`src/hdl/qte_pkg.sv`:
```
// ----------------------------------------------------------------------------
// qte_pkg: shared types and constants for the quaternion to Euler angle block
// Fixed-point formats, the arctangent table and the word types that travel
// between the square-root and CORDIC cells.
// ----------------------------------------------------------------------------
package qte_pkg;

   // fixed-point formats
   localparam int QUAT_BITS       = 16;
   localparam int QUAT_FRAC_BITS  = 14;
   localparam int ANGLE_FRAC_BITS = 13;
   localparam int ANG_BITS        = 30;
   localparam int PROD_BITS       = 2 * QUAT_BITS;
   localparam int SUM_BITS        = PROD_BITS + 2;
   localparam int VEC_BITS        = SUM_BITS + 2;
   localparam int ACC_BITS        = 36;
   localparam int RAD_BITS        = SUM_BITS;
   localparam int ROOT_BITS       = RAD_BITS / 2;
   localparam int REM_BITS        = ROOT_BITS + 3;
   localparam int ROLL_BITS       = 16;
   localparam int PITCH_BITS      = 15;
   localparam int YAW_BITS        = 16;
   localparam int ATAN_IDX_BITS   = 5;
   localparam int OUT_SHIFT       = ANG_BITS - ANGLE_FRAC_BITS;

   localparam logic signed [SUM_BITS-1:0] ONE_Q = SUM_BITS'(64'sd1 <<< (2 * QUAT_FRAC_BITS));
   localparam logic signed [ACC_BITS-1:0] PI_Q30      = 36'sd3373259426;
   localparam logic signed [ACC_BITS-1:0] HALF_PI_Q30 = 36'sd1686629713;
   localparam logic signed [ACC_BITS-1:0] ROUND_HALF  =
      ACC_BITS'(64'sd1 <<< (OUT_SHIFT - 1));
   localparam logic signed [ACC_BITS-1:0] PI_LIM      = (PI_Q30 + ROUND_HALF) >>> OUT_SHIFT;
   localparam logic signed [ACC_BITS-1:0] HALF_PI_LIM =
      (HALF_PI_Q30 + ROUND_HALF) >>> OUT_SHIFT;

   // word moving through a CORDIC cell
   typedef struct packed {
      logic signed [VEC_BITS-1:0] x;
      logic signed [VEC_BITS-1:0] y;
      logic signed [ACC_BITS-1:0] ang;
      logic                       zero;
   } cordic_vec_type;

   // word moving through a square-root cell
   typedef struct packed {
      logic [RAD_BITS-1:0]  rad;
      logic [REM_BITS-1:0]  rem;
      logic [ROOT_BITS-1:0] root;
   } sqrt_vec_type;

   // atan2 operand pair
   typedef struct packed {
      logic signed [SUM_BITS-1:0] num;
      logic signed [SUM_BITS-1:0] den;
   } atan_pair_type;

   // atan(2^-i) in radians, 30 fraction bits, truncated; entries 27 to 30 rounded up
   function automatic logic [31:0] atan_entry(input logic [ATAN_IDX_BITS-1:0] idx);
      logic [31:0] v;
      case (idx)
         5'd0:    v = 32'h3243F6A8;
         5'd1:    v = 32'h1DAC6705;
         5'd2:    v = 32'h0FADBAFC;
         5'd3:    v = 32'h07F56EA6;
         5'd4:    v = 32'h03FEAB76;
         5'd5:    v = 32'h01FFD55B;
         5'd6:    v = 32'h00FFFAAA;
         5'd7:    v = 32'h007FFF55;
         5'd8:    v = 32'h003FFFEA;
         5'd9:    v = 32'h001FFFFD;
         5'd10:   v = 32'h000FFFFF;
         5'd11:   v = 32'h0007FFFF;
         5'd12:   v = 32'h0003FFFF;
         5'd13:   v = 32'h0001FFFF;
         5'd14:   v = 32'h0000FFFF;
         5'd15:   v = 32'h00007FFF;
         5'd16:   v = 32'h00003FFF;
         5'd17:   v = 32'h00001FFF;
         5'd18:   v = 32'h00000FFF;
         5'd19:   v = 32'h000007FF;
         5'd20:   v = 32'h000003FF;
         5'd21:   v = 32'h000001FF;
         5'd22:   v = 32'h000000FF;
         5'd23:   v = 32'h0000007F;
         5'd24:   v = 32'h0000003F;
         5'd25:   v = 32'h0000001F;
         5'd26:   v = 32'h0000000F;
         5'd27:   v = 32'h00000008;
         5'd28:   v = 32'h00000004;
         5'd29:   v = 32'h00000002;
         5'd30:   v = 32'h00000001;
         default: v = 32'h00000000;
      endcase
      return v;
   endfunction

endpackage

```
`src/hdl/qte_sqrt_cell.sv`:
```
// ----------------------------------------------------------------------------
// qte_sqrt_cell: one digit of a pipelined floor square root
// Brings in two radicand bits and decides one root bit per cell.
// ----------------------------------------------------------------------------
module qte_sqrt_cell (
   input  logic                  clock,
   input  logic                  enable,
   input  qte_pkg::sqrt_vec_type in_vec,
   output qte_pkg::sqrt_vec_type out_vec
);

   logic [qte_pkg::REM_BITS-1:0] cur;
   logic [qte_pkg::REM_BITS-1:0] trial;
   qte_pkg::sqrt_vec_type        out_in;
   qte_pkg::sqrt_vec_type        out_ff;

   // trial subtract of (root*4 + 1)
   always_comb begin
      cur   = {in_vec.rem[qte_pkg::REM_BITS-3:0],
               in_vec.rad[qte_pkg::RAD_BITS-1 -: 2]};
      trial = qte_pkg::REM_BITS'({in_vec.root, 2'b01});
      out_in.rad = {in_vec.rad[qte_pkg::RAD_BITS-3:0], 2'b00};
      if (cur >= trial) begin
         out_in.rem  = cur - trial;
         out_in.root = {in_vec.root[qte_pkg::ROOT_BITS-2:0], 1'b1};
      end else begin
         out_in.rem  = cur;
         out_in.root = {in_vec.root[qte_pkg::ROOT_BITS-2:0], 1'b0};
      end
   end

   always_ff @(posedge clock) begin
      if (enable) begin
         out_ff <= out_in;
      end
   end

   assign out_vec = out_ff;

endmodule

```
`config.mk`:
```
export PLATFORM = sky130hd
export DESIGN_NAME = qte_sqrt_cell
export DESIGN_NICKNAME = d
export VERILOG_FILES = /design/src/hdl/qte_pkg.sv /design/src/hdl/qte_sqrt_cell.sv
export SDC_FILE = /design/constraint.sdc
export NUM_CORES = 1
export LEC_CHECK = 0
export BUFFER_PORTS_ARGS = -buffer_cell sky130_fd_sc_hd__buf_2
export CAP_MARGIN = 10
export CORE_UTILIZATION = 52
export DETAILED_ROUTE_END_ITERATION = 10
export PLACE_DENSITY = 0.9
export SYNTH_ARGS = -nofsm -noshare
export SYNTH_HDL_FRONTEND = slang
export SYNTH_SLANG_ARGS = --single-unit
```
`constraint.sdc`:
```
create_clock -name clock -period 6.1 [get_ports clock]
set_input_delay 0.305 -clock clock [delete_from_list [all_inputs] [get_ports clock]]
set_output_delay 0.305 -clock clock [all_outputs]
set_load 0.01 [all_outputs]
```
After elaboration in Yosys (flattened, before gate mapping)
Index checks and enable logic that the tools add are counted.
{"block": "word_totals", "mem_bits_rw": 0, "latch_bits": 0, "mem_bits_ro": 0, "output_inout_bits": 71, "mem_count": 0, "in_bits": 73, "elab_cells": 6, "ff_bits": 69}
{"block": "op_classes", "mux": 1, "bitwise": 0, "multipliers": 0, "n_lt_le_gt_ge": 1, "addsub": 1, "div": 0, "reduce_logical": 0, "n_shift": 0, "eq_ne": 0}
{"op": "$mux 37", "count": 1}
{"op": "$ge 20x19->1", "count": 1}
{"op": "$sub 20x19->20", "count": 1}

Longest topological paths before layout
{"block": "logic_depth", "word_depth": 2, "ltp_mapped": 11, "depth_no_buf": 9}

Worst setup path after synthesis
OpenSTA, ideal clock, no wires.
{"block": "synth_path", "path_type": "input port to flip-flop", "startpoint": "in in_vec[10] in the netlist's numbering", "endpoint": "reg out_ff (netlist bit out_vec[21]), data pin", "setup_slack_ps": 3675, "arrival_ps": 2165, "n_path_buf": 2, "setup_time_ps": 260, "path_stages": 10, "t_required_ps": 5840, "cell_sequence": "inv_1 > ha_1 > buf_2 > nand4_1 > nor4_2 > a2111oi_2 > a21o_1 > a31oi_2 > buf_6 > mux2_4"}
{"element": "start: declaration", "line": "qte_sqrt_cell.sv:8", "source": "input qte_pkg::sqrt_vec_type in_vec,"}
{"element": "end signal: assignment", "line": "qte_sqrt_cell.sv:34", "source": "out_ff <= out_in;"}
{"element": "end: declaration", "line": "qte_sqrt_cell.sv:15", "source": "qte_pkg::sqrt_vec_type out_ff;"}

==> impl_summary.txt <==
----------------------------------------------------
[Outcome]
  Result of the run ... complete, but fails checks
  Violations in the final reports ... design-rule violations

[Layout]
  Post-synthesis to final-layout area growth ... 27.8%
  Final non-filler cell total ... 485
  Number of flip-flops in the largest register ... 69
  Total of fill cells in the finished design ... 437
  Final design utilization ... 0.696
  Final net count ... 495
  Proportion of layout cells with a drive suffix above 1 ... 0.436
  Antenna fix cells ... 0

[Global route]
  Aggregate global-route resource usage ... 0.252
  GRT overflow ... 0
  Number of global-route vias before repair ... 2709
  Antenna violations before repair ... 0
  Global-route wire length before repair ... 13.2 mm
  Pin count of the biggest net entering global routing ... 70

[Drt]
  Number of violations reported at the end of detailed-routing iteration 0 ... 166
  Post-detailed-route via-to-cell ratio ... 5.52
  Final ANT Viol Nets ... 0
  Number of DRC violations after detailed routing ... 30
  Detailed Routing Iterations Pass 1 ... 8
  Average detailed-routed wire length per instance ... 17.7 um
  DR vias ... 2678
  Total wire length ... 8.60 mm

[Critical path]
  Nature of the critical path endpoint ... register
  Critical Path RT ... 6.20 ns
  Critical-path maximum fanout ... 22
  Crit Path Category ... in2reg
  Sort of element at the start of the critical path ... input port
  Arrival time worst endpoint ... 3.01 ns

[Pwr]
  Maximum ir drop on the vdd rail ... 0.125 mV
  Power per Cell Area ... 300 mW/mm2
  Static leakage ... 1.99 nW

[CTS]
  Number of clock sinks ... 69
  Root cell of the clock tree ... clkbuf_8
  Buffer levels on the longest clock path ... 2
  CTS clk-pin slew, worst paths ... 0.08 ns
  Buffer count from post-CTS setup fixing ... 0
  Resized cells post-CTS ... 0
  Maximum level of the CTS H-tree ... 3
  Cts-stage hold buffer count ... 0
  Clock buffer count from CTS ... 9
  CTS tree ... built

[Synthesis]
  Cell with the most instances after synthesis ... edfxtp_1
  Proportion of synthesized chip area in sequential cells ... 0.592
  Number of synthesis warnings ... 0
  Mean instance size in the synthesized netlist ... 13.3 um2
  Cell area after synthesis ... 0.00350 mm2
  Most instantiated cells after synthesis ... 69 x edfxtp_1, 24 x inv_1, 19 x ha_1, 14 x a21oi_1
  Leading post-synthesis cells by cell area ... edfxtp_1 59%, ha_1 6.8%, mux2_4 5.6%
  Post-synthesis cell type with the largest combined area ... edfxtp_1
  Share of flip-flops with an asynchronous set or reset after synthesis ... 0
  Most frequently used flop master after synthesis ... edfxtp_1
  Fraction of synthesized cell area taken by the top area cell type ... 0.592
  Number of synthesized flops with an enable pin ... 69
  Number of storage elements in the synthesis netlist ... 69
  Count of different cell masters after synthesis ... 42
  Post-Syn Instances ... 263

[Job]
  Max-cap viol count ... 0

[Die]
  FP Rows ... 29
  I/O pin cnt ... 144
  Horiz. Die Dim ... 84.0 um
  Core Footprint ... 0.00642 mm2
  Die Outline Area ... 0.00706 mm2
  Initial Utilization ... 0.545
  Chip height ... 84.0 um

[Timing]
  Relative slew slack ... 0.339
  Slew of the pin with the lowest slew margin ... 0.991 ns
  Setup repair after global routing missed its margin ... no
  Peak Freq ... 343 MHz
  Shortest clock period the worst path allows after layout ... 2.91 ns
  Max Slew Vio Count ... 0
  Period Utilization, post-route ... 0.478
  Final setup fails ... 0
  Setup TNS ... 0 ns
  Count of endpoints failing hold in the final timing report ... 0

[Place]
  Cell count after placement ... 469
  Total of buffers placed on input and output ports ... 139
  Routability-driven placement congestion ratio ... 0.851
  Detailed Place HPWL ... 6.32 mm

[Min path]
  Hold crit path type ... in2reg

----------------------------------------------------
[layer usage]
metal / wire, um / track usage / up-vias / share of wire
li1: - / - / 1253 / -
met1: 3120 / 0.249 / 1278 / 0.36
met2: 4530 / 0.463 / 125 / 0.53
met3: 730 / 0.0979 / 22 / 0.085
met4: 218 / 0.114 / 0 / 0.025
met5: 0 / 0 / - / 0
[cells in the final DEF, fill, tap and decap left out, drive strengths merged, types with 2 or more instances in the layout]
cell      n
o21ai    13
clkbuf    9
buf     140
a21o      3
a31oi     3
inv      26
o22ai     2
o21a      5
xor2      5
nand3     5
xnor2    12
edfxtp   69
a211oi    5
nand2    11
nand2b    2
mux2     15
o211ai    7
nor3      5
and2      2
conb      2
ha       19
a21oi    15
nand4     6
bufinv    3
nor2     12
[metrics by stage]
stage | hold slack (ns) | area (um2) | setup WS [ns] | total power, mW
2_1_floorplan | 0.404 | 3500 | 3.67 | 0.787
3_3_place_gp | 0.482 | 4230 | 2.89 | 0.879
3_5_place_dp | 0.483 | 4230 | 2.83 | 0.893
4_1_cts | 0.117 | 4470 | 3.21 | 1.35
5_1_grt | 0.101 | 4470 | 3.11 | 1.39
6_report | 0.132 | 4470 | 3.19 | 1.34
[worst max-delay path, cell delays in order]
cell       delay [ns]
buf_2            0.09
inv_1            0.04
ha_1             0.42
nand4_1          0.18
nor4_2           0.41
a2111oi_2        0.14
a21o_1           0.21
a31oi_4          0.78
mux2_2           0.43
[cells by family after synthesis]
group,share of synthesized area
flops,0.592
compound gates,0.114
simple gates,0.0669
buf+inv,0.0497
fa+ha+maj,0.0680
xor+xnor,0.0426
mux,0.0651
other cells,0.00107
[report_power, final]
part | internal (mW) | total, mW | switching, mW | leakage, nW
clock | 0.274 | 0.455 | 0.181 | 0.120
sequential | 0.583 | 0.597 | 0.0141 | 0.675
combinational | 0.134 | 0.291 | 0.157 | 1.20
total | 0.990 | 1.34 | 0.352 | 1.99
[layout make-up]
| class | instances | area, um2 | area share |
|---|---|---|---|
| Sequential cell | 69 | 2070 | 0.464 |
| Multi-Input combinational cell | 159 | 1260 | 0.283 |
| Timing Repair Buffer | 140 | 703 | 0.157 |
| Clock buffer | 9 | 124 | 0.0277 |
| Clock inverter | 7 | 120 | 0.0269 |
| Tap cell | 77 | 96.3 | 0.0216 |
| Inverter | 24 | 90.1 | 0.0202 |
[path summary, 6_finish.rpt]
path                     to  slack, ns  cells after the start        from
max   out_vec[19]$_DFFE_PP_       3.19                      9   in_vec[8]
min   out_vec[43]$_DFFE_PP_       0.13                      1  in_vec[41]
No activity file was read; power rests on OpenSTA's default activity.
