`src/hdl/qte_pkg.sv`:
```
// ----------------------------------------------------------------------------
// qte_pkg: shared types and constants for the quaternion to Euler angle block
// Fixed-point formats, the arctangent table and the word types that travel
// between the square-root and CORDIC cells.
// ----------------------------------------------------------------------------
package qte_pkg;

   // fixed-point formats
   localparam int QUAT_BITS       = 16;
   localparam int QUAT_FRAC_BITS  = 14;
   localparam int ANGLE_FRAC_BITS = 13;
   localparam int ANG_BITS        = 30;
   localparam int PROD_BITS       = 2 * QUAT_BITS;
   localparam int SUM_BITS        = PROD_BITS + 2;
   localparam int VEC_BITS        = SUM_BITS + 2;
   localparam int ACC_BITS        = 36;
   localparam int RAD_BITS        = SUM_BITS;
   localparam int ROOT_BITS       = RAD_BITS / 2;
   localparam int REM_BITS        = ROOT_BITS + 3;
   localparam int ROLL_BITS       = 16;
   localparam int PITCH_BITS      = 15;
   localparam int YAW_BITS        = 16;
   localparam int ATAN_IDX_BITS   = 5;
   localparam int OUT_SHIFT       = ANG_BITS - ANGLE_FRAC_BITS;

   localparam logic signed [SUM_BITS-1:0] ONE_Q = SUM_BITS'(64'sd1 <<< (2 * QUAT_FRAC_BITS));
   localparam logic signed [ACC_BITS-1:0] PI_Q30      = 36'sd3373259426;
   localparam logic signed [ACC_BITS-1:0] HALF_PI_Q30 = 36'sd1686629713;
   localparam logic signed [ACC_BITS-1:0] ROUND_HALF  =
      ACC_BITS'(64'sd1 <<< (OUT_SHIFT - 1));
   localparam logic signed [ACC_BITS-1:0] PI_LIM      = (PI_Q30 + ROUND_HALF) >>> OUT_SHIFT;
   localparam logic signed [ACC_BITS-1:0] HALF_PI_LIM =
      (HALF_PI_Q30 + ROUND_HALF) >>> OUT_SHIFT;

   // word moving through a CORDIC cell
   typedef struct packed {
      logic signed [VEC_BITS-1:0] x;
      logic signed [VEC_BITS-1:0] y;
      logic signed [ACC_BITS-1:0] ang;
      logic                       zero;
   } cordic_vec_type;

   // word moving through a square-root cell
   typedef struct packed {
      logic [RAD_BITS-1:0]  rad;
      logic [REM_BITS-1:0]  rem;
      logic [ROOT_BITS-1:0] root;
   } sqrt_vec_type;

   // atan2 operand pair
   typedef struct packed {
      logic signed [SUM_BITS-1:0] num;
      logic signed [SUM_BITS-1:0] den;
   } atan_pair_type;

   // atan(2^-i) in radians, 30 fraction bits, truncated; entries 27 to 30 rounded up
   function automatic logic [31:0] atan_entry(input logic [ATAN_IDX_BITS-1:0] idx);
      logic [31:0] v;
      case (idx)
         5'd0:    v = 32'h3243F6A8;
         5'd1:    v = 32'h1DAC6705;
         5'd2:    v = 32'h0FADBAFC;
         5'd3:    v = 32'h07F56EA6;
         5'd4:    v = 32'h03FEAB76;
         5'd5:    v = 32'h01FFD55B;
         5'd6:    v = 32'h00FFFAAA;
         5'd7:    v = 32'h007FFF55;
         5'd8:    v = 32'h003FFFEA;
         5'd9:    v = 32'h001FFFFD;
         5'd10:   v = 32'h000FFFFF;
         5'd11:   v = 32'h0007FFFF;
         5'd12:   v = 32'h0003FFFF;
         5'd13:   v = 32'h0001FFFF;
         5'd14:   v = 32'h0000FFFF;
         5'd15:   v = 32'h00007FFF;
         5'd16:   v = 32'h00003FFF;
         5'd17:   v = 32'h00001FFF;
         5'd18:   v = 32'h00000FFF;
         5'd19:   v = 32'h000007FF;
         5'd20:   v = 32'h000003FF;
         5'd21:   v = 32'h000001FF;
         5'd22:   v = 32'h000000FF;
         5'd23:   v = 32'h0000007F;
         5'd24:   v = 32'h0000003F;
         5'd25:   v = 32'h0000001F;
         5'd26:   v = 32'h0000000F;
         5'd27:   v = 32'h00000008;
         5'd28:   v = 32'h00000004;
         5'd29:   v = 32'h00000002;
         5'd30:   v = 32'h00000001;
         default: v = 32'h00000000;
      endcase
      return v;
   endfunction

endpackage

```
`src/hdl/qte_cordic_cell.sv`:
```
// ----------------------------------------------------------------------------
// qte_cordic_cell: one vectoring CORDIC iteration
// Rotates the vector toward the x axis and accumulates the angle.
// ----------------------------------------------------------------------------
module qte_cordic_cell #(
   parameter int STEP = 0
) (
   input  logic                    clock,
   input  logic                    enable,
   input  qte_pkg::cordic_vec_type in_vec,
   output qte_pkg::cordic_vec_type out_vec
);

   logic signed [qte_pkg::VEC_BITS-1:0] dx;
   logic signed [qte_pkg::VEC_BITS-1:0] dy;
   logic signed [qte_pkg::ACC_BITS-1:0] at;
   qte_pkg::cordic_vec_type             out_in;
   qte_pkg::cordic_vec_type             out_ff;

   // clockwise when y residue is non-negative
   always_comb begin
      dx = in_vec.y >>> STEP;
      dy = in_vec.x >>> STEP;
      at = qte_pkg::ACC_BITS'(qte_pkg::atan_entry(qte_pkg::ATAN_IDX_BITS'(STEP)));
      out_in.zero = in_vec.zero;
      if (!in_vec.y[qte_pkg::VEC_BITS-1]) begin
         out_in.x   = in_vec.x + dx;
         out_in.y   = in_vec.y - dy;
         out_in.ang = in_vec.ang + at;
      end else begin
         out_in.x   = in_vec.x - dx;
         out_in.y   = in_vec.y + dy;
         out_in.ang = in_vec.ang - at;
      end
   end

   always_ff @(posedge clock) begin
      if (enable) begin
         out_ff <= out_in;
      end
   end

   assign out_vec = out_ff;

endmodule

```
`config.mk`:
```
export PLATFORM = sky130hd
export DESIGN_NAME = qte_cordic_cell
export DESIGN_NICKNAME = d
export VERILOG_FILES = /design/src/hdl/qte_pkg.sv /design/src/hdl/qte_cordic_cell.sv
export SDC_FILE = /design/constraint.sdc
export NUM_CORES = 1
export LEC_CHECK = 0
export BUFFER_PORTS_ARGS = -buffer_cell sky130_fd_sc_hd__buf_2
export CAP_MARGIN = 20
export CORE_MARGIN = 2
export CORE_UTILIZATION = 55
export CTS_BUF_LIST = sky130_fd_sc_hd__clkbuf_4 sky130_fd_sc_hd__clkbuf_8
export CTS_CLUSTER_SIZE = 24
export DETAILED_ROUTE_END_ITERATION = 8
export PLACE_DENSITY_LB_ADDON = 0.25
export SYNTH_ARGS = -nofsm -noshare
export SYNTH_HDL_FRONTEND = slang
export SYNTH_SLANG_ARGS = --single-unit
```
`constraint.sdc`:
```
create_clock -name clock -period 5.52 [get_ports clock]
set_input_delay 1.104 -clock clock [delete_from_list [all_inputs] [get_ports clock]]
set_output_delay 1.104 -clock clock [all_outputs]
set_load 0.01 [all_outputs]
```
After elaboration in Yosys (flattened, before gate mapping):

Cells that the tools add are included.

* input port bits: 111
* word-level logic and storage cells: 10
* register bits: 109
* output and inout port bits: 109

* $add $sub $neg: 5
* mux-type cells: 1

Operators with widths (number)
* $mux W108: 1
* $sub A36 B36 Y36: 2
* $add A36 B31 Y36 const B: 1
* $add A36 B36 Y36: 1
* $sub A36 B31 Y36 const B: 1

Logic depth before layout (Yosys ltp):

Gate-level depths: netlist of run 1.

* depth in word-level cells: 2
* mapped depth: 14
* depth with buffers taken out: 12

Least setup slack after synthesis of run 1:

Ideal clock, no wire load.

* path type: input port to flip-flop
* from: input port in_vec[72] (netlist bit)
* to: register out_ff, in the netlist out_vec[26] (data pin)
* required time: 5258 ps
* setup slack: 1208 ps
* data arrival time: 4050 ps
* path buffers: 2
* setup time: 262 ps
* cell stages on the path: 13
* cell sequence: clkbuf_1 -> clkinv_1 -> clkbuf_1 -> ha_1 -> a21o_1 -> a21oi_1 -> o21ai_1 -> a31oi_1 -> o211ai_1 -> and2_1 -> a311oi_1 -> o21ai_1 -> xor2_1

RTL lines
* start, declared: line qte_cordic_cell.sv:10 `input qte_pkg::cordic_vec_type in_vec,`
* end signal, assigned: line qte_cordic_cell.sv:39 `out_ff <= out_in;`
* end, declared: line qte_cordic_cell.sv:18 `qte_pkg::cordic_vec_type out_ff;`

==> results of run 1 <==
[area by class of cell]
type,count,area [um^2]
Fill cell,1718,7098
Multi-Input combinational cell,964,6995
Sequential cell,108,3243
Timing Repair Buffer,223,1131
Inverter,115,431.7
Tap cell,265,331.6
Clock buffer,9,123.9
Clock inverter,7,107.6
[cells in the mapped netlist (all sizes together), types with 3 or more instances]
library cell,count,area share (%)
a2111oi,6,0.71
a211oi,14,1.0
a21boi,4,0.28
a21o,38,2.6
a21oi,165,7.6
a221oi,4,0.38
a31oi,6,0.34
and3,4,0.23
buf,28,1.4
clkbuf,23,0.79
edfxtp,108,30
fa,4,0.73
ha,140,16
inv,114,3.9
mux2i,16,1.5
nand2,61,2.1
nand2b,13,0.75
nand3,20,0.92
nand4,14,0.80
nor2,97,3.3
nor2b,13,0.75
nor3,26,1.3
nor4,8,0.73
o2111ai,3,0.24
o211ai,9,0.67
o21a,11,0.76
o21ai,78,3.6
o21ba,5,0.46
o21bai,21,1.4
o221ai,3,0.30
o311ai,5,0.40
o31a,3,0.24
o31ai,18,1.3
o41ai,8,0.95
or2,7,0.40
or3,7,0.40
xnor2,75,6.0
xor2,20,1.6
[cell families after synthesis]
| group | share of synthesized area [%] |
|---|---|
| fa+ha+maj | 16.79 |
| mux | 1.675 |
| buf+inv | 6.126 |
| simple gates | 12.75 |
| flops | 29.73 |
| compound gates | 25.30 |
| xor+xnor | 7.629 |
[critical path: cells and delay by family]
family | cells | cell delay, ns
buffers and inverters | 2 | 0.79
adder cells (fa/ha/maj) | 1 | 0.44
AND/OR/NAND/NOR | 1 | 0.24
XOR/XNOR | 1 | 0.15
AO/OA/AOI/OAI | 7 | 1.66
[power by group]
| part | internal [W] | leakage, nW | switching, W | total [W] |
|---|---|---|---|---|
| clock network | 0.000264 | 0.113 | 0.000309 | 0.000573 |
| registers | 0.00109 | 1.06 | 0.0000364 | 0.00112 |
| logic | 0.000471 | 4.42 | 0.000752 | 0.00122 |
[per-layer routing]
metal | global-route usage, % | wire length (um) | vias up
met5 | 0 | 0 | -
met4 | 9.607 | 745 | 0
met3 | 4.442 | 2783 | 50
met2 | 45.88 | 14010 | 512
met1 | 38.60 | 13260 | 4694
li1 | - | - | 4829
[stage by stage]
| step | setup slack (ns) | std cells | util (%) |
|---|---|---|---|
| floorplan | 1.208 | 1238 | - |
| CTS | 1.305 | 1691 | 63.53 |
| global placement | 0.9701 | 1675 | 62.34 |
| global route | 0.9179 | 1691 | 63.53 |
| detailed placement | 0.8660 | 1675 | 62.34 |
| finish | 1.259 | 1691 | 63.53 |
[worst max path at each step]
stage / start / end / slack, ns / cells after the start
2_1_floorplan: in_vec[72] / out_vec[26] / 1.21 / 13
3_3_place_gp: in_vec[72] / out_vec[26] / 0.97 / 12
3_5_place_dp: in_vec[72] / out_vec[26] / 0.87 / 12
4_1_cts: in_vec[72] / out_vec[26] / 1.31 / 12
5_1_grt: in_vec[72] / out_vec[26] / 0.92 / 12
6_report: in_vec[72] / out_vec[26] / 1.26 / 12
==> flow_metrics.env, run 1 <==
export IMPL_status="finished, final reports clean"
export IMPL_path_clk_slew_ns=0.12
export IMPL_cap_violations=0
export IMPL_cp_slowest_cell="ha_1"
export IMPL_largest_reg_flops=108
export IMPL_n_antenna_cell=0
export IMPL_dieArea_um2=20970
export IMPL_antenna_found_initial=0
export IMPL_fin_crit_sh_pct=77.20
export IMPL_period_needed_ns=4.261
export IMPL_synth_cell_type_count=89
export IMPL_leakagePower_nw=5.592
export IMPL_hold_depth=1
export IMPL_areaGrowthSynthToFinish_pct=13.37
export IMPL_track_usage_pct=28.31
export IMPL_min_to="out_vec[0]"
export IMPL_post_cts_buffers=0
export IMPL_htreeDepth=3
export IMPL_die_h_um=144.8
export IMPL_fmax_mhz=234.7
export IMPL_io_pins=220
export IMPL_synth_edf_count=108
export IMPL_min_from="in_vec[0]"
export IMPL_syn_inst=1238
export IMPL_final_common_cell="buf_2"
export IMPL_cts_repair_resized=0
export IMPL_drt_total_wl_um=30810
export IMPL_ant_nets=0
export IMPL_max_stage_delay_ns=0.44
export IMPL_cp_data_required_time_ns=5.68
export IMPL_ys_seq_area_share_pct=29.74
export IMPL_synthFlopType="edfxtp_1"
export IMPL_place_area_um2=12130
export IMPL_path_cells="buf_4 -> inv_2 -> ha_1 -> a21o_1 -> a21oi_1 -> o21ai_1 -> a31oi_1 -> o211ai_1 -> and2_1 -> a311oi_1 -> o21ai_1 -> xor2_1"
export IMPL_core_area_um2=19460
export IMPL_root_buffer="clkbuf_8"
export IMPL_portBuffers=219
export IMPL_initial_core_util_pct=56.04
export IMPL_slew_headroom_pct=45.08
export IMPL_vias=10090
export IMPL_syn_area_um2=10910
export IMPL_globalRouteOverflowTotal=0
export IMPL_grt_pass1_wl_um=46580
export IMPL_power_w=0.002917
export IMPL_syn_area_per_cell_um2=8.810
export IMPL_power_density_nw_per_um2=235.9
export IMPL_cp_max_fo=43
export IMPL_hold_class="input port to flip-flop"
export IMPL_ys_ff_latch=108
export IMPL_crit_path_end_kind="flip-flop"
export IMPL_critPathLaunchType="input port"
export IMPL_nets=1676
export IMPL_setup_viol=0
export IMPL_clkSinkCount=108
export IMPL_grt_max_degree=64
export IMPL_yosysWarnings=0
export IMPL_wl_per_cell_um=18.22
export IMPL_vias_per_cell=5.964
export IMPL_worstMarginPinSlew_ns=0.8238
export IMPL_cts_hold_buf=0
export IMPL_drive_gt1_share_pct=19.92
export IMPL_clockBufferDepth=2
export IMPL_drcViolationCount=0
export IMPL_synth_fp_nets=1493
export IMPL_gp_congestion=0.9957
export IMPL_final_cell_mix="buf_2 (217), a21oi_1 (163), ha_1 (140)"
export IMPL_ir_drop_v=0.0001314
export IMPL_finalHoldViolCount=0
export IMPL_drt_first_pass_iters=5
export IMPL_cts_made_buffers=9
export IMPL_design_area_um2=12360
export IMPL_cp_arrival_ns=4.42
export IMPL_cts_tree="built"
export IMPL_first_iter_violations=885
export IMPL_rows=51
export IMPL_cp_common_cell="o21ai_1"
export IMPL_dpl_hpwl_um=24220
export IMPL_holdWs_ns=0.8723
export IMPL_grt_pass1_vias=9253
export IMPL_async_flop_share_pct=0
export IMPL_setup_tns_ns=0
export IMPL_grt_setup_unrepaired="no"
export IMPL_finalMaxSlewViolations=0
export IMPL_criticalPathCategory="input port to flip-flop"
export IMPL_die_w_um=144.8
Note: power is estimated with default switching activity, not from simulation.
==> run 2: changes to the inputs <==
==> constraint.sdc (replaced) <==
create_clock -name clock -period 4.1 [get_ports clock]
set_input_delay 0.82 -clock clock [delete_from_list [all_inputs] [get_ports clock]]
set_output_delay 0.82 -clock clock [all_outputs]
set_load 0.01 [all_outputs]
==> flow_metrics.env, run 2 (synthesized netlist as in run 1, its figures left out) <==
export IMPL_fillers=1714
export IMPL_largest_reg_flops=108
export IMPL_areaGrowthSynthToFinish_pct=15.88
export IMPL_cp_top_family="compound AO/OA/AOI/OAI gates"
export IMPL_drt_first_pass_iters=5
export IMPL_wl_per_cell_um=18.48
export IMPL_setup_tns_ns=0
export IMPL_worstMarginPinSlew_ns=0.6932
export IMPL_cp_data_required_time_ns=4.26
export IMPL_power_density_nw_per_um2=309.1
export IMPL_holdWs_ns=0.5759
export IMPL_fin_crit_sh_pct=89.75
export IMPL_seq_area_um2=3243
export IMPL_vias_per_cell=5.901
export IMPL_io_pins=220
export IMPL_cp_max_fo=9
export IMPL_dieArea_um2=20970
export IMPL_gp_congestion=1.023
export IMPL_cp_slowest_cell="o41ai_1"
export IMPL_leakagePower_nw=5.773
export IMPL_hold_class="input port to flip-flop"
export IMPL_first_iter_violations=866
export IMPL_drt_total_wl_um=32010
export IMPL_critPathLaunchType="input port"
export IMPL_die_w_um=144.8
export IMPL_max_stage_delay_ns=0.50
export IMPL_slew_headroom_pct=53.79
export IMPL_rows=51
export IMPL_cts_tree="built"
export IMPL_setup_viol=0
export IMPL_cts_made_buffers=9
export IMPL_grt_max_degree=63
export IMPL_htreeDepth=3
export IMPL_path_buf_inv=4
export IMPL_track_usage_pct=30.44
export IMPL_initial_core_util_pct=56.04
export IMPL_post_cts_buffers=0
export IMPL_vias=10220
export IMPL_dpl_hpwl_um=25550
export IMPL_power_w=0.003906
export IMPL_cts_repair_resized=0
export IMPL_ir_drop_v=0.0001557
export IMPL_nets=1716
export IMPL_cp_arrival_ns=3.84
export IMPL_status="finished, final reports clean"
export IMPL_drcViolationCount=0
export IMPL_core_area_um2=19460
export IMPL_clockBufferDepth=2
export IMPL_finalHoldViolCount=0
export IMPL_fmax_mhz=271.8
export IMPL_clkSinkCount=108
export IMPL_grt_pass1_vias=9570
export IMPL_die_h_um=144.8
export IMPL_cap_violations=0
export IMPL_period_needed_ns=3.680
export IMPL_final_cell_mix="buf_2 (217), a21oi_1 (163), ha_1 (140)"
export IMPL_cts_hold_buf=0
export IMPL_grt_pass1_wl_um=49720
export IMPL_antenna_found_initial=1
export IMPL_dp_cells=1715
export IMPL_globalRouteOverflowTotal=0
export IMPL_finalMaxSlewViolations=0
export IMPL_portBuffers=219
export IMPL_path_cells="buf_2 -> inv_1 -> ha_1 -> inv_2 -> a21oi_1 -> o31ai_1 -> nor2_1 -> o31ai_1 -> o21ai_0 -> o41ai_1 -> buf_4 -> a21oi_1 -> xnor2_1"
export IMPL_root_buffer="clkbuf_8"
export IMPL_path_clk_slew_ns=0.13
export IMPL_finalNonFillerCells=1732
export IMPL_ant_nets=0
export IMPL_grt_setup_unrepaired="no"
export IMPL_drive_gt1_share_pct=22.10
export IMPL_criticalPathCategory="input port to flip-flop"
export IMPL_multiInputGateArea_um2=6995
export IMPL_crit_path_end_kind="flip-flop"
export IMPL_final_common_cell="buf_2"
-- run 2: cell type report --
class,count,share of cell area [%]
Multi-Input combinational cell,964,55.35
Inverter,115,3.415
Clock inverter,7,0.5247
Tap cell,265,2.623
Clock buffer,9,0.9801
Sequential cell,108,25.66
Timing Repair Buffer,263,11.42
Antenna cell,1,0.01980
-- run 2: power breakdown --
group | switching [W] | internal [W] | leakage [nW] | total (W)
Sequential | 0.0000487 | 0.00146 | 1.06 | 0.00151
Combinational | 0.00103 | 0.000680 | 4.62 | 0.00171
Clock | 0.000450 | 0.000238 | 0.0982 | 0.000688
Total | 0.00153 | 0.00238 | 5.77 | 0.00391
-- run 2: final timing paths --
path | start | end | cells past startpoint | slack, ns
worst min-delay path | in_vec[0] | out_vec[0] | 1 | 0.58
worst max-delay path | in_vec[55] | out_vec[64] | 13 | 0.42
-- run 2: layer usage --
metal / global-route usage (%) / wire length [um]
met1: 42.60 / 14020
met5: 0 / 0
met4: 12.16 / 985
met2: 47.57 / 14430
met3: 4.146 / 2577
-- run 2: per-stage QoR --
step / utilization (%) / area (um^2) / setup WS [ns]
global placement: 63.95 / 12450 / 0.07079
finish: 64.94 / 12640 / 0.4203
floorplan: - / 10910 / 0.07197
global route: 64.94 / 12640 / 0.3374
CTS: 64.92 / 12640 / 0.5957
detailed placement: 63.95 / 12450 / 0.1864
==> run 3: changes to the inputs <==
--- a/config.mk
+++ b/config.mk
@@ -5,6 +5,7 @@
 export SDC_FILE = /design/constraint.sdc
 export NUM_CORES = 1
 export LEC_CHECK = 0
+export ABC_AREA = 1
 export BUFFER_PORTS_ARGS = -buffer_cell sky130_fd_sc_hd__buf_2
 export CAP_MARGIN = 20
 export CORE_MARGIN = 2
@@ -12,7 +13,8 @@
 export CTS_BUF_LIST = sky130_fd_sc_hd__clkbuf_4 sky130_fd_sc_hd__clkbuf_8
 export CTS_CLUSTER_SIZE = 24
 export DETAILED_ROUTE_END_ITERATION = 8
-export PLACE_DENSITY_LB_ADDON = 0.25
+export GPL_ROUTABILITY_DRIVEN = 0
+export PLACE_DENSITY = 0.75
 export SYNTH_ARGS = -nofsm -noshare
 export SYNTH_HDL_FRONTEND = slang
 export SYNTH_SLANG_ARGS = --single-unit
==> flow_metrics.env, run 3 <==
export IMPL_synth_fp_nets=2183
export IMPL_period_needed_ns=2.916
export IMPL_path_clk_slew_ns=0.12
export IMPL_setup_tns_ns=0
export IMPL_leakagePower_nw=7.326
export IMPL_largest_reg_flops=108
export IMPL_yosys_top_cells_count="nand2_1 (546), inv_1 (263), nor2_1 (173), a21oi_1 (169), nand3_1 (162)"
export IMPL_clockBufferDepth=2
export IMPL_antenna_found_initial=0
export IMPL_synth_area_mux_share_pct=0
export IMPL_cts_repair_resized=0
export IMPL_slew_headroom_pct=43.70
export IMPL_finalMaxSlewViolations=0
export IMPL_critPathLaunchType="input port"
export IMPL_dieArea_um2=24480
export IMPL_ys_ff_latch=108
export IMPL_die_w_um=156.5
export IMPL_io_pins=220
export IMPL_post_cts_buffers=0
export IMPL_hold_class="input port to flip-flop"
export IMPL_drt_first_pass_iters=7
export IMPL_grt_max_degree=75
export IMPL_syn_inst=1928
export IMPL_cp_max_fo=18
export IMPL_drcViolationCount=0
export IMPL_yosysMostFrequentCell="nand2_1"
export IMPL_criticalPathCategory="input port to flip-flop"
export IMPL_power_density_nw_per_um2=288.6
export IMPL_synth_edf_count=108
export IMPL_core_area_um2=22710
export IMPL_cp_data_required_time_ns=4.26
export IMPL_yosysWarnings=0
export IMPL_cts_hold_buf=0
export IMPL_ys_seq_area_share_pct=25.37
export IMPL_dp_cells=2389
export IMPL_cap_violations=0
export IMPL_vias=13620
export IMPL_n_antenna_cell=0
export IMPL_synthXorXnorAreaFrac_pct=3.974
export IMPL_grt_pass1_vias=12260
export IMPL_initial_core_util_pct=56.29
export IMPL_fin_crit_sh_pct=71.11
export IMPL_dpl_hpwl_um=31820
export IMPL_status="finished, final reports clean"
export IMPL_grt_pass1_wl_um=60490
export IMPL_synth_top_area_share_pct=25.37
export IMPL_final_common_cell="nand2_1"
export IMPL_nets=2370
export IMPL_grt_setup_unrepaired="no"
export IMPL_syn_area_um2=12780
export IMPL_yosysTopAreaCell="edfxtp_1"
export IMPL_hold_depth=1
export IMPL_synth_adder_area_share_pct=14.33
export IMPL_synth_simple_area_share_pct=30.56
export IMPL_die_h_um=156.5
export IMPL_synthFlopType="edfxtp_1"
export IMPL_finalHoldViolCount=0
export IMPL_setup_viol=0
export IMPL_cts_made_buffers=9
export IMPL_root_buffer="clkbuf_8"
export IMPL_cts_tree="built"
export IMPL_crit_path_end_kind="flip-flop"
export IMPL_synth_cell_type_count=42
export IMPL_synth_compound_area_share_pct=15.38
export IMPL_cp_arrival_ns=3.08
export IMPL_final_cell_mix="nand2_1 (546), inv_1 (263), buf_2 (217)"
export IMPL_globalRouteOverflowTotal=0
export IMPL_vias_per_cell=5.662
export IMPL_areaGrowthSynthToFinish_pct=11.15
export IMPL_async_flop_share_pct=0
export IMPL_synth_top_family_by_area="simple AND/OR/NAND/NOR gates"
export IMPL_drive_gt1_share_pct=13.30
export IMPL_drt_total_wl_um=38730
export IMPL_wl_per_cell_um=16.11
export IMPL_portBuffers=219
export IMPL_worstMarginPinSlew_ns=0.8446
export IMPL_syn_area_per_cell_um2=6.630
export IMPL_yosys_top_cells_area="edfxtp_1 (25%), nand2_1 (16%), ha_1 (14%), inv_1 (7.7%), a21oi_1 (6.6%)"
export IMPL_fmax_mhz=343.0
export IMPL_rows=55
export IMPL_clkSinkCount=108
export IMPL_track_usage_pct=31.38
export IMPL_htreeDepth=3
export IMPL_finalNonFillerCells=2405
export IMPL_ant_nets=0
export IMPL_first_iter_violations=1338
export IMPL_ir_drop_v=0.0001561
[run 3: cell types whose count changed in the layout (fill, tap and decap cells not counted), moves of 12 or more]
cell | previous run | this run
nand2_1 | 60 | 546
a211oi_1 | 13 | 1
inv_1 | 105 | 263
xnor2_1 | 75 | 8
nand2b_1 | 13 | 0
nor2b_1 | 13 | 0
a21o_1 | 38 | 14
o31ai_1 | 16 | 1
o21ai_0 | 64 | 102
buf_4 | 45 | 7
xor2_1 | 20 | 50
nor2_1 | 97 | 173
mux2i_1 | 16 | 0
nand3_1 | 20 | 162
[run 3: logic make-up after synthesis]
| kind of cell | after synthesis |
|---|---|
| DFF | 108 |
| and+or+nand+nor | 942 |
| AOI/OAI and AO/OA | 357 |
| buffers and inverters | 319 |
| adders and majority gates | 144 |
| xor gates and xnor gates | 58 |
[run 3: critical path: stages]
cell	delay, ns
buf_4	0.24
inv_2	0.20
ha_1	0.39
nand3_1	0.08
nand2_1	0.13
a21boi_0	0.18
o21ai_0	0.63
nand4_1	0.22
nand3_1	0.12
nand2_1	0.06
[run 3: final cells by class]
class / instances / area, um^2
multi-input cells: 1501 / 8212
flip-flops and latches: 108 / 3243
repair buffers: 224 / 1139
well taps: 285 / 356.6
fillers: 2178 / 8502
clock inverters: 7 / 116.4
inverters: 271 / 1017
clock buffers: 9 / 123.9
[run 3: final timing paths]
kind	to	start	slack, ns
min	out_vec[3]	in_vec[3]	0.59
max	out_vec[34]	in_vec[72]	1.18
[run 3: stage by stage]
| step | setup WS (ns) | total power (W) | utilization, % | cell area [um^2] | hold WS (ns) |
|---|---|---|---|---|---|
| after global routing | 1.091 | 0.004355 | 62.56 | 14210 | 0.5801 |
| after floorplan | 1.134 | 0.002690 | - | 12780 | 0.9189 |
| after detailed placement | 0.8447 | 0.003263 | 61.50 | 13970 | 0.9996 |
| after global placement | 0.9266 | 0.003237 | 61.50 | 13970 | 0.9978 |
| final | 1.184 | 0.004100 | 62.56 | 14210 | 0.5925 |
| after CTS | 1.288 | 0.004074 | 62.56 | 14210 | 0.5695 |
[run 3: metal layers]
metal | global-route usage, % | wire [um] | up-vias
li1 | - | - | 6669
met1 | 42.67 | 16150 | 6098
met2 | 51.14 | 17040 | 734
met3 | 3.434 | 3993 | 117
met4 | 12.63 | 1553 | 0
met5 | 0 | 0 | -
[run 3: power by group]
group / switching, W / internal, W
logic: 0.00122 / 0.000607
clock network: 0.000445 / 0.000362
registers: 0.0000390 / 0.00143
total: 0.00170 / 0.00240
